<file path="src/sv/mlpf_pkg.sv">
`default_nettype none

package mlpf_pkg;

   // Fixed widths of the channel fields
   localparam int PRIO_FIELD_W  = 4;
   localparam int TAG_FIELD_W   = 16;
   localparam int COUNT_FIELD_W = 9;

   typedef enum logic [0:0] {
      OP_ENQUEUE = 1'b0,
      OP_DEQUEUE = 1'b1
   } op_type;

   typedef enum logic [1:0] {
      STATUS_DONE  = 2'd0,
      STATUS_EMPTY = 2'd1,
      STATUS_FULL  = 2'd2
   } status_type;

   typedef struct packed {
      op_type                    operation;
      logic [PRIO_FIELD_W-1:0]   priority_req;
      logic [TAG_FIELD_W-1:0]    item_tag;
   } req_type;

   typedef struct packed {
      status_type                status;
      logic [TAG_FIELD_W-1:0]    out_tag;
      logic [PRIO_FIELD_W-1:0]   out_priority;
      logic [COUNT_FIELD_W-1:0]  total_count;
   } rsp_type;

endpackage

`default_nettype wire

</file>
<file path="src/sv/multilevel_priority_fifo.sv">
// Channel  Direction  Handshake            Payload
// req      in         req_valid/req_stall  mlpf_pkg::req_type (operation, priority_req, item_tag)
// rsp      out        rsp_valid/rsp_stall  mlpf_pkg::rsp_type (status, out_tag, out_priority,
//                                          total_count)
//
// One item per cycle sustained while the result side is not stalled; each item passes the
// input register, then the result register together with the registered tag RAM read.
// The level pick, the ring pointer step and the count update all settle in the input
// register, so the next item sees the updated state. Synchronous reset empties every level.
// A stalled result holds; one more item waits in the input register before req_stall rises.

`default_nettype none

module multilevel_priority_fifo #(
   parameter int LEVELS      = 16,
   parameter int LEVEL_DEPTH = 16,
   parameter int TAG_BITS    = 16
) (
   input  wire logic              clock,
   input  wire logic              reset,
   input  wire logic              req_valid,
   output logic                   req_stall,
   input  wire mlpf_pkg::req_type req_data,
   output logic                   rsp_valid,
   input  wire logic              rsp_stall,
   output mlpf_pkg::rsp_type      rsp_data
);

   localparam int LVL_W   = $clog2(LEVELS);
   localparam int PTR_W   = $clog2(LEVEL_DEPTH);
   localparam int CNT_W   = $clog2(LEVEL_DEPTH + 1);
   localparam int ENTRIES = LEVELS * LEVEL_DEPTH;
   localparam int ADDR_W  = $clog2(ENTRIES);
   localparam int TOT_W   = $clog2(ENTRIES + 1);
   localparam int STORE_W = (TAG_BITS < mlpf_pkg::TAG_FIELD_W) ? TAG_BITS
                                                               : mlpf_pkg::TAG_FIELD_W;

   // input register
   logic              in_valid_ff;
   mlpf_pkg::req_type in_ff;

   // per-level ring state
   logic [PTR_W-1:0]  head_ff [LEVELS];
   logic [PTR_W-1:0]  tail_ff [LEVELS];
   logic [CNT_W-1:0]  cnt_ff  [LEVELS];
   logic [TOT_W-1:0]  total_ff;

   // result register
   logic              rsp_valid_ff;
   mlpf_pkg::rsp_type rsp_meta_ff;
   logic              rsp_hit_ff;

   logic              adv;
   logic              is_deq;
   logic [LEVELS-1:0] nonempty;
   logic              found;
   logic [LVL_W-1:0]  enq_lv;
   logic [LVL_W-1:0]  deq_lv;
   logic [LVL_W-1:0]  sel_lv;
   logic [CNT_W-1:0]  sel_cnt;
   logic              full;
   logic              enq_ok;
   logic              deq_ok;
   logic [PTR_W-1:0]  pos;
   logic [PTR_W-1:0]  pos_in;
   logic [CNT_W-1:0]  cnt_in;
   logic [TOT_W-1:0]  total_in;
   logic [ADDR_W-1:0] ram_addr;
   logic [STORE_W-1:0] rd_tag;
   mlpf_pkg::rsp_type rsp_meta_in;

   // stage 1 moves on whenever the result register is free or being drained
   assign adv       = in_valid_ff && (!rsp_valid_ff || !rsp_stall);
   assign req_stall = in_valid_ff && !adv;
   assign is_deq    = (in_ff.operation == mlpf_pkg::OP_DEQUEUE);

   always_comb begin
      for (int i = 0; i < LEVELS; i++) begin
         nonempty[i] = (cnt_ff[i] != '0);
      end
   end

   assign found = |nonempty;

   // most urgent non-empty level
   always_comb begin
      deq_lv = '0;
      for (int i = LEVELS - 1; i >= 0; i--) begin
         if (nonempty[i]) begin
            deq_lv = LVL_W'(i);
         end
      end
   end

   // priorities past the last level land in the last level
   always_comb begin
      if (int'(in_ff.priority_req) >= LEVELS) begin
         enq_lv = LVL_W'(LEVELS - 1);
      end else begin
         enq_lv = LVL_W'(in_ff.priority_req);
      end
   end

   assign sel_lv  = is_deq ? deq_lv : enq_lv;
   assign sel_cnt = cnt_ff[sel_lv];
   assign full    = (sel_cnt == CNT_W'(LEVEL_DEPTH));
   assign enq_ok  = !is_deq && !full;
   assign deq_ok  = is_deq && found;

   assign pos    = is_deq ? head_ff[sel_lv] : tail_ff[sel_lv];
   assign pos_in = (pos == PTR_W'(LEVEL_DEPTH - 1)) ? '0 : pos + 1'b1;
   assign cnt_in = deq_ok ? sel_cnt - 1'b1 : sel_cnt + 1'b1;

   always_comb begin
      total_in = total_ff;
      if (enq_ok) begin
         total_in = total_ff + 1'b1;
      end else if (deq_ok) begin
         total_in = total_ff - 1'b1;
      end
   end

   assign ram_addr = ADDR_W'(sel_lv) * ADDR_W'(LEVEL_DEPTH) + ADDR_W'(pos);

   always_comb begin
      rsp_meta_in              = '0;
      rsp_meta_in.total_count  = mlpf_pkg::COUNT_FIELD_W'(total_in);
      if (is_deq) begin
         if (found) begin
            rsp_meta_in.status       = mlpf_pkg::STATUS_DONE;
            rsp_meta_in.out_priority = mlpf_pkg::PRIO_FIELD_W'(deq_lv);
         end else begin
            rsp_meta_in.status = mlpf_pkg::STATUS_EMPTY;
         end
      end else if (full) begin
         rsp_meta_in.status = mlpf_pkg::STATUS_FULL;
      end else begin
         rsp_meta_in.status = mlpf_pkg::STATUS_DONE;
      end
   end

   always_ff @(posedge clock) begin
      if (reset) begin
         in_valid_ff <= 1'b0;
      end else if (!req_stall) begin
         in_valid_ff <= req_valid;
      end
   end

   always_ff @(posedge clock) begin
      if (req_valid && !req_stall) begin
         in_ff <= req_data;
      end
   end

   always_ff @(posedge clock) begin
      if (reset) begin
         for (int i = 0; i < LEVELS; i++) begin
            head_ff[i] <= '0;
            tail_ff[i] <= '0;
            cnt_ff[i]  <= '0;
         end
         total_ff <= '0;
      end else if (adv && (enq_ok || deq_ok)) begin
         if (deq_ok) begin
            head_ff[sel_lv] <= pos_in;
         end else begin
            tail_ff[sel_lv] <= pos_in;
         end
         cnt_ff[sel_lv] <= cnt_in;
         total_ff       <= total_in;
      end
   end

   always_ff @(posedge clock) begin
      if (reset) begin
         rsp_valid_ff <= 1'b0;
      end else if (adv) begin
         rsp_valid_ff <= 1'b1;
      end else if (!rsp_stall) begin
         rsp_valid_ff <= 1'b0;
      end
   end

   always_ff @(posedge clock) begin
      if (adv) begin
         rsp_meta_ff <= rsp_meta_in;
         rsp_hit_ff  <= deq_ok;
      end
   end

   mlpf_tag_ram #(
      .DEPTH  (ENTRIES),
      .WIDTH  (STORE_W),
      .ADDR_W (ADDR_W)
   ) u_tag_ram (
      .clock   (clock),
      .wr_en   (adv && enq_ok),
      .rd_en   (adv && deq_ok),
      .addr    (ram_addr),
      .wr_data (STORE_W'(in_ff.item_tag)),
      .rd_data (rd_tag)
   );

   assign rsp_valid = rsp_valid_ff;

   always_comb begin
      rsp_data         = rsp_meta_ff;
      rsp_data.out_tag = rsp_hit_ff ? mlpf_pkg::TAG_FIELD_W'(rd_tag) : '0;
   end

`ifndef SYNTHESIS

   a_stall_only_when_blocked: assert property (
      @(posedge clock) disable iff (reset)
      req_stall |-> (rsp_valid && rsp_stall)
   ) else $error("input stalled while result side is free");

   a_empty_means_zero_total: assert property (
      @(posedge clock) disable iff (reset)
      (rsp_valid && rsp_data.status == mlpf_pkg::STATUS_EMPTY) |-> (rsp_data.total_count == '0)
   ) else $error("empty dequeue reported with items queued");

   a_enqueue_bumps_total: assert property (
      @(posedge clock) disable iff (reset)
      (adv && enq_ok) |=> (total_ff == $past(total_ff) + 1'b1)
   ) else $error("total not incremented on enqueue");

   a_level_within_depth: assert property (
      @(posedge clock) disable iff (reset)
      in_valid_ff |-> (sel_cnt <= CNT_W'(LEVEL_DEPTH))
   ) else $error("level count beyond depth");

`endif

endmodule

`default_nettype wire

</file>
<file path="src/sv/mlpf_tag_ram.sv">
`default_nettype none

module mlpf_tag_ram #(
   parameter int DEPTH  = 256,
   parameter int WIDTH  = 16,
   parameter int ADDR_W = 8
) (
   input  wire logic              clock,
   input  wire logic              wr_en,
   input  wire logic              rd_en,
   input  wire logic [ADDR_W-1:0] addr,
   input  wire logic [WIDTH-1:0]  wr_data,
   output logic      [WIDTH-1:0]  rd_data
);

   logic [WIDTH-1:0] mem_ff [DEPTH];
   logic [WIDTH-1:0] rd_data_ff;

   always_ff @(posedge clock) begin
      if (wr_en) begin
         mem_ff[addr] <= wr_data;
      end
      if (rd_en) begin
         rd_data_ff <= mem_ff[addr];
      end
   end

   assign rd_data = rd_data_ff;

endmodule

`default_nettype wire

</file>
<file path="config.mk">
export PLATFORM = sky130hd
export DESIGN_NAME = multilevel_priority_fifo
export DESIGN_NICKNAME = d
export VERILOG_FILES = /design/src/sv/mlpf_pkg.sv /design/src/sv/multilevel_priority_fifo.sv /design/src/sv/mlpf_tag_ram.sv
export SDC_FILE = /design/constraint.sdc
export NUM_CORES = 2
export LEC_CHECK = 0
export BUFFER_PORTS_ARGS = -buffer_cell sky130_fd_sc_hd__buf_2
export CAP_MARGIN = 40
export CORE_ASPECT_RATIO = 0.5
export CORE_MARGIN = 5
export CORE_UTILIZATION = 30
export DETAILED_ROUTE_END_ITERATION = 8
export PLACE_DENSITY_LB_ADDON = 0.2
export SETUP_SLACK_MARGIN = 0.02
export SYNTH_ARGS = -nofsm -noshare
export SYNTH_HDL_FRONTEND = slang
export SYNTH_MEMORY_MAX_BITS = 65536
export SYNTH_SLANG_ARGS = --single-unit
</file>
<file path="constraint.sdc">
create_clock -name clock -period 10.6 [get_ports clock]
set_input_delay 1.06 -clock clock [delete_from_list [all_inputs] [get_ports clock]]
set_output_delay 1.06 -clock clock [all_outputs]
set_load 0.005 [all_outputs]
</file>
# Word-level counts from Yosys, hierarchy flattened
# Memory sizes are Yosys's and may differ from the RTL's. A register that Yosys moved wholly into a read port is not among the register bits.
# Cells that the tools add are included.
totals:
  regBits: 48
  ram_bits: 4304
  inputBits: 25
  out_inout_bits: 33
  memories: 4
classes:
  add_sub_neg: 6
  eq_ne: 3
  mux: 52
  reduce_logical: 37
mem_list:
  columns: ["memory", "words", "width", "read_ports", "rd_ports_with_merged_regs", "wr", "line", "source"]
  rows:
  - ["u_tag_ram.mem_ff", 256, 16, 1, 1, 1, "mlpf_tag_ram.sv:16", "logic [WIDTH-1:0] mem_ff [DEPTH];"]
  - ["cnt_ff", 16, 5, 17, 0, 16, "multilevel_priority_fifo.sv:45", "logic [CNT_W-1:0] cnt_ff [LEVELS];"]
  - ["head_ff", 16, 4, 1, 0, 16, "multilevel_priority_fifo.sv:43", "logic [PTR_W-1:0] head_ff [LEVELS];"]
  - ["tail_ff", 16, 4, 1, 0, 16, "multilevel_priority_fifo.sv:44", "logic [PTR_W-1:0] tail_ff [LEVELS];"]
ops:
  columns: ["op", "count"]
  rows:
  - ["4-bit two-way mux", 24]
  - ["5-bit nonzero test", 16]
  - ["1-bit two-way mux", 21]
  - ["9-bit two-way mux", 2]
  - ["16-bit two-way mux", 1]
  - ["16-bit OR reduction", 1]
  - ["5-bit two-way mux", 2]
  - ["9-bit by 1-bit adder with 9-bit output, second input constant", 1]
  - ["9-bit by 1-bit subtractor with 9-bit output, second input constant", 1]
  - ["8-bit by 4-bit adder with 8-bit output", 1]
  - ["1-bit logical AND", 8]
  - ["4-bit OR reduction", 2]
  - ["1-bit zero test", 6]
  - ["5-bit by 1-bit adder with 5-bit output, second input constant", 1]
  - ["5-bit equality test, second input constant", 1]
  - ["5-bit OR reduction", 1]
  - ["5-bit by 1-bit subtractor with 5-bit output, second input constant", 1]
  - ["4-bit by 1-bit adder with 4-bit output, second input constant", 1]
  - ["4-bit equality test, second input constant", 1]
  - ["2-bit two-way mux", 2]
  - ["1-bit logical OR", 2]
  - ["2-bit by 1-bit inequality test with 1-bit output, second input constant", 1]
  - ["2-bit AND reduction", 1]

# Depth between registers and ports, before layout
# An unclocked memory read counts as a cell.
depth:
  word_depth: 30
  depth_mapped: 25
  depth_no_buf: 18

# Hierarchy
# A second synthesis with hierarchy kept.
unflattened:
  hier_cells: 7892
  area_unflattened_um2: 168629.2
modules_own_cells:
  columns: ["mod", "n_inst", "cells_each", "area_each_um2", "seq_area_each_um2"]
  rows:
  - ["mlpf_tag_ram", 1, 6727, 155559.2, 123478.4]
  - ["multilevel_priority_fifo", 1, 1165, 13070.0, 7577.3]

# Worst setup path after synthesis
# Ideal clock, no wire load.
synth_timing:
  kind: "register to register"
  startpoint: "memory cnt_ff[7][1] (netlist bit)"
  endpoint: "memory u_tag_ram.mem_ff[15][0], enable pin"
  arrival_ns: 6.054
  slack_ns: 4.157
  stages_incl_launch_ff: 23
  path_buffers: 9
  synth_period_minus_slack_ns: 6.443
  cell_sequence: "edfxtp_1 -> or4_1 -> or4_4 -> a311o_1 -> a21oi_2 -> buf_4 -> buf_6 -> buf_2 -> nand2_1 -> mux2_2 -> o211ai_1 -> nand4_2 -> nand2_2 -> buf_2 -> buf_2 -> buf_2 -> buf_1 -> buf_1 -> ha_1 -> and3_1 -> nand3_1 -> clkbuf_1 -> nor2_1"
synth_rtl:
  columns: ["item", "line"]
  rows:
  - ["from (decl)", "multilevel_priority_fifo.sv:45"]
  - ["to (decl)", "mlpf_tag_ram.sv:16"]

==> key figures <==
Clocking
  – Longest Clk Path Bufs: 4
  – Root Driver: clkbuf_16
  – Clk_lat worst skew: 1050 ps
  – Setup bufs post-CTS: 0
  – Hold_buf cts: 0
  – CTS Buf Count: 428
  – CTS tree: yes
  – Clk slew on worst S/H paths: 60 ps
  – Gates resized, CTS repair: 0
  – CTS H-Tree Depth: 5
  – CTS sink count: 4,368

Status
  – Failing checks: max-slew violations
  – Outcome: finished with violations

Global route
  – Initial antenna violation count: 44
  – Congestion Overflow GR: 0
  – Pin count of the biggest net entering global routing: 160
  – Total track usage: 18.7%
  – First-pass GRT wire length: 802 mm
  – Vias in the first global route: 98,610

Yosys
  – Synth Register Bits: 4,368
  – Synth Warn #: 0
  – EDFF count, synth: 4,357
  – Post-synthesis cell type count: 82
  – Share of the synthesized area in the top cell type: 75.7%
  – Async SR Flop Fraction: 0%
  – Ranking of synthesized cells by area: edfxtp_1 76%, mux2i_1 7.2%, nand2_1 4.1%
  – Synth Instances: 11,522
  – Syn_area_per_cell: 15.0 sq um
  – Mapped Area: 173,000 sq um
  – Post-synth top flop: edfxtp_1
  – Sequential share of the synthesized area: 75.8%
  – Largest area contributor in the netlist: edfxtp_1
  – Synth Net Count: 11,557

Die
  – Die ar.: 592,000 sq um
  – DIE HEIGHT: 547 um
  – Starting Density: 30.1%
  – Row count: 197
  – Area of the core: 575,000 sq um
  – Num ports: 58
  – Die W: 1.08 mm

Placement
  – Port bufs: 57
  – GP Congestion: 0.856
  – Dpl hpwl: 349 mm
  – Placed Cells: 19,162

Timing
  – Final Hold Viols: 0
  – Setup_tns: 0 ps
  – Slew margin rel.: -1.09%
  – Fin crit share: 87.5%
  – RSZ-0062 raised after global routing: false
  – Worst-Margin Slew: 1520 ps
  – Clk_skew: 78.4 ps
  – Post-layout min period: 9280 ps
  – Pins Over Slew Limit: 18
  – Fmax: 108 MHz
  – Setup violators final: 0

Critical path
  – Reg2reg setup slack: 1320 ps
  – Crit path DAT: 10,020 ps
  – Max incr delay on CP: 670 ps
  – Crit Reg-Reg Startpoint: cnt_ff[9][1]
  – Reg-to-reg critical path endpoint: u_tag_ram.rd_data[7]
  – Worst reg2reg path depth: 20
  – CP Buf/Inv Count: 6
  – Crit path to: u_tag_ram.rd_data[7]
  – CP endpoint kind: flip-flop
  – Critical-path cell list: or4_1, or4_1, a2111oi_2, a21o_2, buf_4, o211ai_1, a21o_1, nand4_2, nand2_8, inv_16, buf_16, buf_4, buf_4, mux2i_1, o22ai_1, o21ai_0, o2111ai_1, o31ai_1, buf_2, nand4_1
  – Critical path type: reg -> reg
  – Crit start category: flip-flop
  – Critical Path Fanout Max: 78
  – Crit path required time: 11,340 ps
  – Slowest CP cell: buf_4
  – Delay-heaviest family, CP: compound AO/OA/AOI/OAI gates
  – Critical path startpoint: cnt_ff[9][1]
  – Stages on the worst setup path: 20
  – CP most frequent cell: buf_4

Layout
  – Final core utilization: 34.8%
  – Commonest non-fill, non-tap cells in the layout: 4,357 x edfxtp_1, 1,883 x nand2_1, 1,244 x mux2i_1
  – Fraction of layout cells with a size suffix above 1: 12.5%
  – Final Instance Count excl. Fillers: 19,982
  – Fill cells: 55,124
  – Area Overhead vs Synth: 15.8%
  – Commonest non-fill, non-tap cell in the layout: edfxtp_1
  – Fin nets: 11,971

Routing
  – DR vias: 103,571
  – Initial DRC Count: 12,605
  – DR WL/cell: 28.9 um
  – DR vias/cell: 5.18
  – DRT Wirelength: 578 mm
  – ANT nets after route: 0
  – # DRC: 0
  – Drt first pass iters: 7

Power
  – Static Leak: 67.9 nW
  – Max VDD drop: 165 uV
  – P per Cell Area: 196 nW/um^2

Worst hold path
  – Hold/Removal Path Class: in -> reg

Flow run
  – Max-cap violations: 0
-- stage by stage --
step,worst slack (ps),hold WS (ps),power [mW],cell area [sq um]
2_1_floorplan,4160,451,22.1,173000
3_3_place_gp,540,467,24.1,185000
3_5_place_dp,1360,481,24.2,186000
4_1_cts,1340,139,39.5,200000
5_1_grt,1050,169,40.4,200000
6_report,1320,230,39.2,200000
-- power breakdown --
group	total [mW]	switching [mW]	internal, mW
registers	19.1	0.0362	19.1
logic	4.71	3.41	1.29
clock network	15.4	6.91	8.47
total	39.2	10.4	28.8
-- Yosys cell counts, types with 12 or more instances --
| cell | count |
|---|---|
| o221ai_1 | 15 |
| nand3_1 | 625 |
| a221oi_1 | 21 |
| o41ai_1 | 12 |
| a311oi_1 | 30 |
| buf_6 | 28 |
| nand4_1 | 134 |
| and2_1 | 19 |
| o32ai_1 | 48 |
| a211oi_1 | 25 |
| a32oi_1 | 57 |
| edfxtp_1 | 4357 |
| a31oi_1 | 26 |
| o31ai_1 | 63 |
| and3_1 | 72 |
| buf_4 | 21 |
| a21o_1 | 17 |
| o211ai_1 | 36 |
| o21ai_0 | 195 |
| nor2_1 | 538 |
| mux2i_1 | 1244 |
| buf_2 | 145 |
| nor3_1 | 52 |
| o2111ai_1 | 80 |
| or4_1 | 18 |
| mux2_2 | 34 |
| nor4_1 | 117 |
| inv_1 | 16 |
| o21bai_1 | 18 |
| buf_1 | 82 |
| clkbuf_1 | 471 |
| a21oi_1 | 412 |
| o22ai_1 | 419 |
| a211o_1 | 17 |
| nand2b_1 | 21 |
| nand2_1 | 1902 |
-- state kept, by name, summed over array words and instances, names as in the netlist, 4 cells and up --
| signal | cells |
|---|---|
| cnt_ff | 80 |
| enq_lv | 4 |
| total_ff | 9 |
| u_tag_ram.rd_data | 16 |
| rsp_data | 15 |
| u_tag_ram.mem_ff | 4096 |
| head_ff | 64 |
| tail_ff | 64 |
| in_ff | 16 |
-- cell type report --
cell class,count,area (sq um),area share (%)
Sequential cell,4368,131000,65.5
Multi-Input combinational cell,6388,39000,19.5
Clock buffer,501,11100,5.53
Tap cell,7661,9590,4.79
Timing Repair Buffer,731,6580,3.29
Clock inverter,291,2720,1.36
Inverter,19,95.1,0.0475
Antenna cell,23,57.6,0.0288
-- cell families after synthesis --
family                     count (synthesis)  share of synthesized area (%)
AOI/OAI and AO/OA                       1541                           5.75
xor gates and xnor gates                  19                         0.0963
adders and majority gates                 10                         0.0767
buffers and inverters                    766                           1.94
DFF                                     4368                           75.8
muxes                                   1285                           7.47
and+or+nand+nor                         3533                           8.83
-- worst min path at each step --
stage,to,startpoint,depth (start not counted),slack (ps)
after floorplan,rsp_valid,in_valid_ff,2,450
after global placement,rsp_valid,in_valid_ff,2,470
after detailed placement,rsp_valid,in_valid_ff,2,480
after CTS,enq_lv[1],req_data[17],1,140
after global routing,enq_lv[1],req_data[17],1,170
final,enq_lv[1],req_data[17],1,230
-- per-layer routing --
metal,global-route usage [%],share of wire [%],up-vias,routed length (um)
met3,3.15,7.3,680,41900
met1,27.4,45,53917,262000
met2,29.0,45,3882,260000
met5,0,0.0069,-,40
met4,4.25,2.4,6,13800
li1,-,-,45086,-
(Power assumes the default switching activity.)
